`src/design/trfc_pkg.sv`:
```
package trfc_pkg;

	// Field widths fixed by the frame format.
	localparam int BYTE_W  = 8;
	localparam int FIELD_W = 7;
	localparam int ADDR_W  = 4;
	localparam int SAPI_W  = 3;
	localparam int SUM_W   = 6;
	localparam int POS_W   = 9;
	localparam int CFG_IDX_W = 3;

	// Depth of the queue between the byte parser and the result stage.
	localparam int QUEUE_DEPTH = 2;
	localparam int QPTR_W = (QUEUE_DEPTH > 1) ? $clog2(QUEUE_DEPTH) : 1;
	localparam int QCNT_W = $clog2(QUEUE_DEPTH + 1);

	// Byte positions within a frame; the first data byte follows source, destination and length.
	localparam logic [POS_W-1:0] POS_SRC  = 9'd0;
	localparam logic [POS_W-1:0] POS_DST  = 9'd1;
	localparam logic [POS_W-1:0] POS_LEN  = 9'd2;
	localparam logic [POS_W-1:0] POS_DATA = 9'd3;

	// Verdict codes.
	localparam logic [1:0] VERDICT_TOKEN    = 2'd0;
	localparam logic [1:0] VERDICT_CHK_ERR  = 2'd1;
	localparam logic [1:0] VERDICT_DATABACK = 2'd2;
	localparam logic [1:0] VERDICT_FORWARD  = 2'd3;

	// Status byte bits.
	localparam logic [BYTE_W-1:0] STATUS_READ     = 8'h02;
	localparam logic [BYTE_W-1:0] STATUS_READ_ACK = 8'h03;

	// Configuration register indexes.
	localparam logic [CFG_IDX_W-1:0] REG_STATION_ADDRESS   = 3'd0;
	localparam logic [CFG_IDX_W-1:0] REG_ALL_STATIONS_ADDR = 3'd1;
	localparam logic [CFG_IDX_W-1:0] REG_CHAT_SAP_NUM      = 3'd2;
	localparam logic [CFG_IDX_W-1:0] REG_CHAT_CONNECTED    = 3'd3;
	localparam logic [CFG_IDX_W-1:0] REG_TOKEN_MARKER      = 3'd4;

	typedef struct packed {
		logic [ADDR_W-1:0] station_address;
		logic [ADDR_W-1:0] all_stations_addr;
		logic [SAPI_W-1:0] chat_sap_num;
		logic              chat_connected;
		logic [BYTE_W-1:0] token_marker;
	} cfg_t;

	// One parsed frame, handed from the parser to the result stage.
	typedef struct packed {
		logic               is_token;
		logic               chk_ok;
		logic [BYTE_W-1:0]  status;
		logic [FIELD_W-1:0] src;
		logic [FIELD_W-1:0] dst;
	} rec_t;

endpackage

```
`src/design/trfc_front.sv`:
```
module trfc_front (
	input  logic                           clk,
	input  logic                           arst_n,
	input  logic                           in_valid,
	output logic                           in_stall,
	input  logic [trfc_pkg::BYTE_W-1:0]    frame_byte,
	input  logic                           frame_start,
	input  logic [trfc_pkg::BYTE_W-1:0]    token_marker,
	input  logic                           q_full,
	output logic                           push,
	output trfc_pkg::rec_t                 push_rec
);

	logic [trfc_pkg::POS_W-1:0]   pos_q, pos_d, pos_eff;
	logic [trfc_pkg::BYTE_W-1:0]  len_q, len_d;
	logic [trfc_pkg::SUM_W-1:0]   sum_q, sum_d, sum_eff;
	logic [trfc_pkg::FIELD_W-1:0] src_q, src_d, dst_q, dst_d;
	logic                         active_q, active_d;
	logic                         accept;
	logic [trfc_pkg::POS_W-1:0]   data_end;

	assign in_stall = q_full;
	assign accept   = in_valid && !q_full;
	assign pos_eff  = frame_start ? '0 : pos_q;
	assign sum_eff  = frame_start ? '0 : sum_q;
	assign data_end = trfc_pkg::POS_DATA + {1'b0, len_q};

	always_comb begin
		pos_d    = pos_q;
		len_d    = len_q;
		sum_d    = sum_q;
		src_d    = src_q;
		dst_d    = dst_q;
		active_d = active_q;
		push     = 1'b0;
		push_rec = '0;
		if (accept && (frame_start || active_q)) begin
			active_d = 1'b1;
			pos_d    = pos_eff;
			sum_d    = sum_eff;
			if (pos_eff == trfc_pkg::POS_SRC) begin
				if (frame_byte == token_marker) begin
					src_d             = '0;
					active_d          = 1'b0;
					push              = 1'b1;
					push_rec.is_token = 1'b1;
				end else begin
					src_d = frame_byte[trfc_pkg::FIELD_W-1:0];
					pos_d = trfc_pkg::POS_DST;
				end
			end else if (pos_eff == trfc_pkg::POS_DST) begin
				dst_d = frame_byte[trfc_pkg::FIELD_W-1:0];
				pos_d = trfc_pkg::POS_LEN;
			end else if (pos_eff == trfc_pkg::POS_LEN) begin
				len_d = frame_byte;
				pos_d = trfc_pkg::POS_DATA;
			end else if (pos_eff < data_end) begin
				sum_d = sum_eff + frame_byte[trfc_pkg::SUM_W-1:0];
				pos_d = pos_eff + 1'b1;
			end else begin
				// Status byte closes the frame.
				active_d        = 1'b0;
				push            = 1'b1;
				push_rec.chk_ok = (sum_eff == frame_byte[7:2]);
				push_rec.status = frame_byte;
				push_rec.src    = src_q;
				push_rec.dst    = dst_q;
			end
		end
	end

	always_ff @(posedge clk or negedge arst_n) begin
		if (!arst_n) begin
			pos_q    <= '0;
			len_q    <= '0;
			sum_q    <= '0;
			src_q    <= '0;
			dst_q    <= '0;
			active_q <= 1'b0;
		end else begin
			pos_q    <= pos_d;
			len_q    <= len_d;
			sum_q    <= sum_d;
			src_q    <= src_d;
			dst_q    <= dst_d;
			active_q <= active_d;
		end
	end

endmodule

```
`src/design/trfc_queue.sv`:
```
module trfc_queue (
	input  logic           clk,
	input  logic           arst_n,
	input  logic           push,
	input  trfc_pkg::rec_t push_rec,
	output logic           full,
	input  logic           pop,
	output logic           q_valid,
	output trfc_pkg::rec_t pop_rec
);

	trfc_pkg::rec_t                  mem_q [trfc_pkg::QUEUE_DEPTH];
	logic [trfc_pkg::QPTR_W-1:0]     wr_ptr_q, rd_ptr_q;
	logic [trfc_pkg::QCNT_W-1:0]     count_q;
	logic                            do_push, do_pop;

	localparam logic [trfc_pkg::QPTR_W-1:0] PTR_LAST = trfc_pkg::QPTR_W'(trfc_pkg::QUEUE_DEPTH - 1);
	localparam logic [trfc_pkg::QCNT_W-1:0] CNT_FULL = trfc_pkg::QCNT_W'(trfc_pkg::QUEUE_DEPTH);

	assign full    = (count_q == CNT_FULL);
	assign q_valid = (count_q != '0);
	assign do_push = push && !full;
	assign do_pop  = pop && q_valid;
	assign pop_rec = mem_q[rd_ptr_q];

	always_ff @(posedge clk) begin
		if (do_push) begin
			mem_q[wr_ptr_q] <= push_rec;
		end
	end

	always_ff @(posedge clk or negedge arst_n) begin
		if (!arst_n) begin
			wr_ptr_q <= '0;
			rd_ptr_q <= '0;
			count_q  <= '0;
		end else begin
			if (do_push) begin
				wr_ptr_q <= (wr_ptr_q == PTR_LAST) ? '0 : wr_ptr_q + 1'b1;
			end
			if (do_pop) begin
				rd_ptr_q <= (rd_ptr_q == PTR_LAST) ? '0 : rd_ptr_q + 1'b1;
			end
			if (do_push && !do_pop) begin
				count_q <= count_q + 1'b1;
			end else if (do_pop && !do_push) begin
				count_q <= count_q - 1'b1;
			end
		end
	end

endmodule

```
`src/design/trfc_back.sv`:
```
module trfc_back (
	input  logic                          clk,
	input  logic                          arst_n,
	input  trfc_pkg::cfg_t                cfg,
	input  logic                          q_valid,
	input  trfc_pkg::rec_t                rec,
	output logic                          pop,
	output logic                          out_valid,
	input  logic                          out_stall,
	output logic [1:0]                    verdict,
	output logic                          deliver,
	output logic                          deliver_to_chat,
	output logic [trfc_pkg::BYTE_W-1:0]   new_status_byte,
	output logic [trfc_pkg::ADDR_W-1:0]   source_address,
	output logic [trfc_pkg::SAPI_W-1:0]   source_sapi
);

	logic                          out_valid_q;
	logic [1:0]                    verdict_q, verdict_d;
	logic                          deliver_q, deliver_d;
	logic                          chat_q, chat_d;
	logic [trfc_pkg::BYTE_W-1:0]   status_q, status_d;
	logic [trfc_pkg::ADDR_W-1:0]   src_addr_q, src_addr;
	logic [trfc_pkg::SAPI_W-1:0]   src_sapi_q;
	logic [trfc_pkg::ADDR_W-1:0]   dst_addr;
	logic                          addressed;

	assign pop      = q_valid && (!out_valid_q || !out_stall);
	assign src_addr = rec.src[6:3];
	assign dst_addr = rec.dst[6:3];
	assign addressed = (dst_addr == cfg.station_address) ||
		(dst_addr == cfg.all_stations_addr);

	always_comb begin
		verdict_d = trfc_pkg::VERDICT_TOKEN;
		deliver_d = 1'b0;
		chat_d    = 1'b0;
		status_d  = '0;
		if (!rec.is_token) begin
			if (!rec.chk_ok) begin
				verdict_d = trfc_pkg::VERDICT_CHK_ERR;
				status_d  = rec.status | trfc_pkg::STATUS_READ;
			end else begin
				verdict_d = (src_addr == cfg.station_address) ?
					trfc_pkg::VERDICT_DATABACK : trfc_pkg::VERDICT_FORWARD;
				status_d = rec.status;
				if (addressed) begin
					deliver_d = 1'b1;
					status_d  = rec.status | trfc_pkg::STATUS_READ_ACK;
					chat_d    = (rec.dst[trfc_pkg::SAPI_W-1:0] == cfg.chat_sap_num) &&
						cfg.chat_connected;
				end
			end
		end
	end

	always_ff @(posedge clk or negedge arst_n) begin
		if (!arst_n) begin
			out_valid_q <= 1'b0;
		end else if (pop) begin
			out_valid_q <= 1'b1;
		end else if (!out_stall) begin
			out_valid_q <= 1'b0;
		end
	end

	always_ff @(posedge clk) begin
		if (pop) begin
			verdict_q  <= verdict_d;
			deliver_q  <= deliver_d;
			chat_q     <= chat_d;
			status_q   <= status_d;
			src_addr_q <= src_addr;
			src_sapi_q <= rec.src[trfc_pkg::SAPI_W-1:0];
		end
	end

	assign out_valid       = out_valid_q;
	assign verdict         = verdict_q;
	assign deliver         = deliver_q;
	assign deliver_to_chat = chat_q;
	assign new_status_byte = status_q;
	assign source_address  = src_addr_q;
	assign source_sapi     = src_sapi_q;

endmodule

```
`src/design/token_ring_frame_receive_classifier_core.sv`:
```
// Throughput: one frame byte per clock cycle while in_stall is low.
// A verdict for a token byte or status byte passes through a queue entry and then the
// output register before it appears on the result outputs; the parser and the result stage
// are parted by a two-entry queue, so input stalls only when that queue is full.
// Reset (arst_n, asynchronous, active low) clears the parser, the queue and the output
// valid, and loads the configuration registers with their defaults.
module token_ring_frame_receive_classifier_core (
	input  logic                               clk,
	input  logic                               arst_n,
	// Configuration write port.
	input  logic                               cfg_write,
	input  logic [trfc_pkg::CFG_IDX_W-1:0]     cfg_index,
	input  logic [trfc_pkg::BYTE_W-1:0]        cfg_data,
	// Input channel: one frame byte per transfer.
	input  logic                               in_valid,
	output logic                               in_stall,
	input  logic [trfc_pkg::BYTE_W-1:0]        frame_byte,
	input  logic                               frame_start,
	// Output channel: one verdict per transfer.
	output logic                               out_valid,
	input  logic                               out_stall,
	output logic [1:0]                         verdict,
	output logic                               deliver,
	output logic                               deliver_to_chat,
	output logic [trfc_pkg::BYTE_W-1:0]        new_status_byte,
	output logic [trfc_pkg::ADDR_W-1:0]        source_address,
	output logic [trfc_pkg::SAPI_W-1:0]        source_sapi
);

	// Configuration registers. Writes must arrive only while the block is idle (the block
	// itself does not enforce this), so both the parser and the result stage may read them directly.
	trfc_pkg::cfg_t cfg_q;

	always_ff @(posedge clk or negedge arst_n) begin
		if (!arst_n) begin
			cfg_q.station_address   <= 4'd0;
			cfg_q.all_stations_addr <= 4'd15;
			cfg_q.chat_sap_num      <= 3'd1;
			cfg_q.chat_connected    <= 1'b0;
			cfg_q.token_marker      <= 8'd255;
		end else if (cfg_write) begin
			case (cfg_index)
				trfc_pkg::REG_STATION_ADDRESS: begin
					cfg_q.station_address <= cfg_data[trfc_pkg::ADDR_W-1:0];
				end
				trfc_pkg::REG_ALL_STATIONS_ADDR: begin
					cfg_q.all_stations_addr <= cfg_data[trfc_pkg::ADDR_W-1:0];
				end
				trfc_pkg::REG_CHAT_SAP_NUM: begin
					cfg_q.chat_sap_num <= cfg_data[trfc_pkg::SAPI_W-1:0];
				end
				trfc_pkg::REG_CHAT_CONNECTED: begin
					cfg_q.chat_connected <= cfg_data[0];
				end
				trfc_pkg::REG_TOKEN_MARKER: begin
					cfg_q.token_marker <= cfg_data;
				end
				default: begin
					// Writes to unused indexes are dropped.
				end
			endcase
		end
	end

	// The front end tracks the byte position within a frame, captures the
	// header fields and keeps the running checksum. When a frame closes (a
	// token byte or a status byte) it pushes one record into the queue.
	logic           q_full;
	logic           q_push;
	logic           q_pop;
	logic           q_valid;
	trfc_pkg::rec_t push_rec;
	trfc_pkg::rec_t pop_rec;

	trfc_front u_front (
		.clk         (clk),
		.arst_n      (arst_n),
		.in_valid    (in_valid),
		.in_stall    (in_stall),
		.frame_byte  (frame_byte),
		.frame_start (frame_start),
		.token_marker(cfg_q.token_marker),
		.q_full      (q_full),
		.push        (q_push),
		.push_rec    (push_rec)
	);

	trfc_queue u_queue (
		.clk     (clk),
		.arst_n  (arst_n),
		.push    (q_push),
		.push_rec(push_rec),
		.full    (q_full),
		.pop     (q_pop),
		.q_valid (q_valid),
		.pop_rec (pop_rec)
	);

	// The back end resolves addressing and delivery for the oldest record and
	// holds the result in an output register until the transfer completes.
	trfc_back u_back (
		.clk            (clk),
		.arst_n         (arst_n),
		.cfg            (cfg_q),
		.q_valid        (q_valid),
		.rec            (pop_rec),
		.pop            (q_pop),
		.out_valid      (out_valid),
		.out_stall      (out_stall),
		.verdict        (verdict),
		.deliver        (deliver),
		.deliver_to_chat(deliver_to_chat),
		.new_status_byte(new_status_byte),
		.source_address (source_address),
		.source_sapi    (source_sapi)
	);

`ifndef SYNTHESIS
	// The parser never closes a frame while the queue has no room.
	assert property (@(posedge clk) disable iff (!arst_n) q_push |-> !q_full)
		else $error("frame record pushed into a full queue");

	// Delivery only follows a good checksum on a data frame.
	assert property (@(posedge clk) disable iff (!arst_n)
		(out_valid && deliver) |->
		(verdict == trfc_pkg::VERDICT_DATABACK || verdict == trfc_pkg::VERDICT_FORWARD))
		else $error("delivery flagged on a token or checksum error");

	// Chat delivery is a kind of delivery.
	assert property (@(posedge clk) disable iff (!arst_n)
		(out_valid && deliver_to_chat) |-> deliver)
		else $error("chat delivery without delivery");

	// A token result carries no status and no source.
	assert property (@(posedge clk) disable iff (!arst_n)
		(out_valid && verdict == trfc_pkg::VERDICT_TOKEN) |->
		(new_status_byte == '0 && source_address == '0 && source_sapi == '0))
		else $error("token result with nonzero fields");
`endif

endmodule
```
`config.mk`:
```
export PLATFORM = sky130hd
export DESIGN_NAME = token_ring_frame_receive_classifier_core
export DESIGN_NICKNAME = d
export VERILOG_FILES = /design/src/design/trfc_pkg.sv /design/src/design/trfc_front.sv /design/src/design/trfc_queue.sv /design/src/design/trfc_back.sv /design/src/design/token_ring_frame_receive_classifier_core.sv
export SDC_FILE = /design/constraint.sdc
export NUM_CORES = 1
export LEC_CHECK = 0
export BUFFER_PORTS_ARGS = -buffer_cell sky130_fd_sc_hd__buf_2
export CORE_ASPECT_RATIO = 1.25
export CORE_MARGIN = 4
export CORE_UTILIZATION = 60
export CTS_BUF_LIST = sky130_fd_sc_hd__clkbuf_8
export DETAILED_ROUTE_END_ITERATION = 8
export PLACE_DENSITY_LB_ADDON = 0.25
export SYNTH_ARGS = -nofsm -noshare
export SYNTH_HDL_FRONTEND = slang
export SYNTH_SLANG_ARGS = --single-unit
export TNS_END_PERCENT = 1
```
`constraint.sdc`:
```
create_clock -name clk -period 4.19 [get_ports clk]
set_input_delay 0.838 -clock clk [delete_from_list [all_inputs] [get_ports clk]]
set_output_delay 0.838 -clock clk [all_outputs]
set_load 0.05 [all_outputs]
```
==> impl_metrics.py <==
metrics = {
    "floorplanning": {
        "design.core.area_um2": 10200,
        "die_area_um2": 12200,
        "start_util_pct": 61.9,
        "placementRows": 41,
        "die_x_um": 99.8,
        "chipHeight_um": 123,
        "io_pins": 46,
    },
    "power_and_ir_drop": {
        "power_frac_seq_pct": 40.5,
        "clkPwrFrac_pct": 27.2,
        "comb_power_share_pct": 32.3,
        "p_int_uw": 3060,
        "p_per_area_nw_per_um2": 645,
        "ir_drop_mv": 0.506,
        "p_leak_uw": 0.00305,
        "switching_share_pct": 34.1,
        "p_sw_uw": 1590,
    },
    "layout": {
        "final_cell_area_um2": 7200,
        "antennaDiodeCount": 0,
        "drive_gt1_share_pct": 26.5,
        "nFillCells": 721,
        "final_cell_mix": "edfxtp_1, dfrtp_1, buf_2",
        "layout_commonest_cell": "edfxtp_1",
        "seqCellArea_um2": 3600,
        "area_growth_pct": 14.0,
        "final_nets": 610,
        "multi_input_area_um2": 2580,
        "fin_util_pct": 70.5,
    },
    "sta": {
        "clock.fmax_ghz": 0.299,
        "fin_setup_tns_ns": 0,
        "hold_violations": 0,
        "fin_skew_ns": 0.0133,
        "rsz0062_at_grt": "no",
        "slew_viol_final": 0,
        "tightest_slew_ns": 0.838,
        "maxSlewHeadroom_pct": 43.4,
        "whs_ns": 0.484,
        "min_period_ns": 3.35,
        "setup_viol": 0,
        "fin_crit_sh_pct": 79.9,
    },
    "critical_path": {
        "path_max_fanout": 18,
        "reg2reg_slack_ns": 0.93,
        "max_stage_delay_ns": 0.41,
        "cpLargestDelayFamily": "simple AND/OR/NAND/NOR gates",
        "rr_endpoint": "u_queue.count_q[1]$_DFFE_PN0P_",
        "crit_path_frequent_cell": "nor2_1",
        "cpMaxStageDelayCell": "o31ai_4",
        "r2r_start": "u_front.len_q[0]$_DFFE_PN0P_",
        "cp_cell_sequence": "buf_2 > nor2b_1 > ha_1 > a211oi_2 > nor2_1 > o31ai_4 > a21oi_1 > nor2_1 > inv_1 > ha_1 > xor2_1 > nor2_1 > xor2_1",
        "critPathBufInv": 2,
        "path_depth": 13,
        "crit_type": "primary input to flip-flop",
        "cp-endpoint": "u_queue.count_q[1]$_DFFE_PN0P_",
        "arrival_ns": 3.70,
        "worstPathRequired_ns": 4.54,
        "critPathCaptureType": "flip-flop",
        "reg2reg_depth": 17,
        "worstSetupStartpointType": "primary input",
        "worstSetupStartpoint": "frame_start",
    },
    "routing": {
        "drt_wl_total_um": 12400,
        "vias": 4051,
        "drtIter0Drc": 217,
        "post_drt_via_cell_ratio": 5.73,
        "drc": 0,
        "drt-pass1-iter-count": 5,
        "wl_per_cell_um": 17.5,
        "ant_nets": 0,
    },
    "yosys": {
        "synthArstFlopShare_pct": 48.5,
        "synth_flop_cell": "edfxtp_1",
        "seq_area_frac_synth_pct": 57.1,
        "yosysUniqueCellTypes": 61,
        "synth_edf_count": 67,
        "ys_seq_elements": 130,
        "syn_area_um2": 6310,
        "ys.warnings.count": 0,
        "syn_avg_cell_area_um2": 12.5,
        "synth_cells": 506,
        "synth_nets": 551,
    },
    "global_routing": {
        "first_global_vias": 4073,
        "grt_usage_pct": 21.7,
        "grt_pass1_wl_um": 20300,
        "grt_max_degree": 36,
        "antenna_found_initial": 0,
        "overflow": 0,
    },
    "place": {
        "dpl_cell_area_um2": 6710,
        "place_congestion": 0.958,
        "dp_hpwl_um": 8910,
        "port_buffers": 45,
    },
    "clock_network": {
        "htree_levels": 4,
        "clk_pin_slew_worst_paths_ns": 0.07,
        "clock_path_buffers": 2,
        "cts-root-buf": "clkbuf_8",
        "cts_sinks": 130,
        "cts_tree": "done",
        "cts_hold_buf": 0,
        "clkLatencyLatePin_ns": 0.43,
        "cts_setup_buffers": 0,
        "cts_made_buffers": 17,
        "ctsResizeCount": 0,
    },
    "worst_hold_path": {
        "hold_path.class": "flip-flop to flip-flop",
    },
    "job": {
        "drv_cap": 0,
    },
    "status": {
        "outcome": "finished clean",
    },
}
## logic make-up after synthesis
group           synth area share (%)
fa+ha+maj                       4.08
simple gates                    13.5
compound gates                  7.79
mux                             9.53
flops                           57.1
xor+xnor                        5.96
buf+inv                         2.06
## through the flow
stage | worst slack (ns) | total power, uW | cells
3_5_place_dp | 0.459 | 3410 | 675
3_3_place_gp | 0.582 | 3340 | 675
4_1_cts | 0.901 | 4670 | 707
2_1_floorplan | 0.102 | 3040 | 506
5_1_grt | 0.601 | 4890 | 707
6_report | 0.842 | 4650 | 707
## layout make-up
| type | instances | area share (%) |
|---|---|---|
| Sequential cell | 130 | 50.1 |
| Tap cell | 129 | 2.24 |
| Multi-Input combinational cell | 346 | 35.9 |
| Clock buffer | 23 | 4.40 |
| Timing Repair Buffer | 56 | 4.27 |
| Inverter | 14 | 0.730 |
| Clock inverter | 9 | 2.40 |
## worst min path at each step
stage	slack (ns)	depth (start not counted)	startpoint	end
floorplan	0.44	2	u_front.src_q[0]$_DFFE_PN0P_	u_front.src_q[0]$_DFFE_PN0P_
global placement	0.45	2	u_front.src_q[5]$_DFFE_PN0P_	u_front.src_q[5]$_DFFE_PN0P_
detailed placement	0.47	1	u_front.sum_q[1]$_DFFE_PN0P_	u_front.sum_q[1]$_DFFE_PN0P_
CTS	0.48	1	u_front.sum_q[1]$_DFFE_PN0P_	u_front.sum_q[1]$_DFFE_PN0P_
global route	0.51	2	u_front.src_q[3]$_DFFE_PN0P_	u_front.src_q[3]$_DFFE_PN0P_
finish	0.48	1	u_front.sum_q[1]$_DFFE_PN0P_	u_front.sum_q[1]$_DFFE_PN0P_
## synth_stat cells, types with 2 or more instances
master,n,area (um2)
nand4_1,5,31.3
nor4bb_1,2,20.0
o21ai_0,25,125
and3_1,4,25.0
mux2_2,41,462
mux2i_1,14,140
a22o_1,4,35.0
o2111ai_1,2,17.5
nor3_1,9,45.0
or3_1,3,18.8
clkbuf_2,3,15.0
nor2_1,28,105
a221o_1,3,30.0
edfxtp_1,67,2010
and2_1,22,138
dfrtp_1,50,1250
nor3b_1,3,22.5
a21oi_1,10,50.1
buf_2,5,25.0
xnor2_1,21,184
nand2b_1,2,12.5
nand3_1,7,35.0
clkbuf_1,6,22.5
dfstp_2,13,342
xor2_1,22,193
a211oi_1,2,15.0
ha_1,19,238
o32ai_1,2,17.5
a31oi_1,5,31.3
nor4_1,5,31.3
a41oi_1,2,17.5
a2bb2oi_1,2,17.5
a21o_1,4,30.0
and4_1,2,17.5
nor2b_1,14,87.6
nand2_1,40,150
inv_1,14,52.6
## layer usage
metal  track usage (%)  part of all wire [%]
met2              37.1                    53
met3              4.83                   4.6
met1              26.6                    41
met5                 0                     0
met4              9.14                   1.9
## power groups by stage
| stage | Combinational, uW | Clock [uW] | Sequential, uW |
|---|---|---|---|
| 6_report | 1500 | 1260 | 1880 |
| 2_1_floorplan | 929 | 0 | 2110 |
| 3_5_place_dp | 1500 | 0 | 1910 |
| 4_1_cts | 1510 | 1280 | 1880 |
| 5_1_grt | 1630 | 1350 | 1920 |
| 3_3_place_gp | 1450 | 0 | 1890 |
## sequential cells by signal, indices dropped and copies added, names as in the netlist
| register | count |
|---|---|
| u_queue.mem_q | 48 |
| u_queue.rd_ptr_q | 1 |
| u_front.dst_q | 7 |
| u_front.src_q | 7 |
| u_back.out_valid | 1 |
| u_back.source_sapi | 3 |
| u_back.new_status_byte | 8 |
| u_queue.count_q | 2 |
| u_back.source_address | 4 |
| cfg_q | 20 |
| u_front.pos_q | 9 |
| u_back.deliver | 1 |
| u_front.active_q | 1 |
| u_back.deliver_to_chat | 1 |
| u_back.verdict | 2 |
| u_front.sum_q | 6 |
| u_queue.wr_ptr_q | 1 |
| u_front.len_q | 8 |
Power figures use the tool's default switching activity.
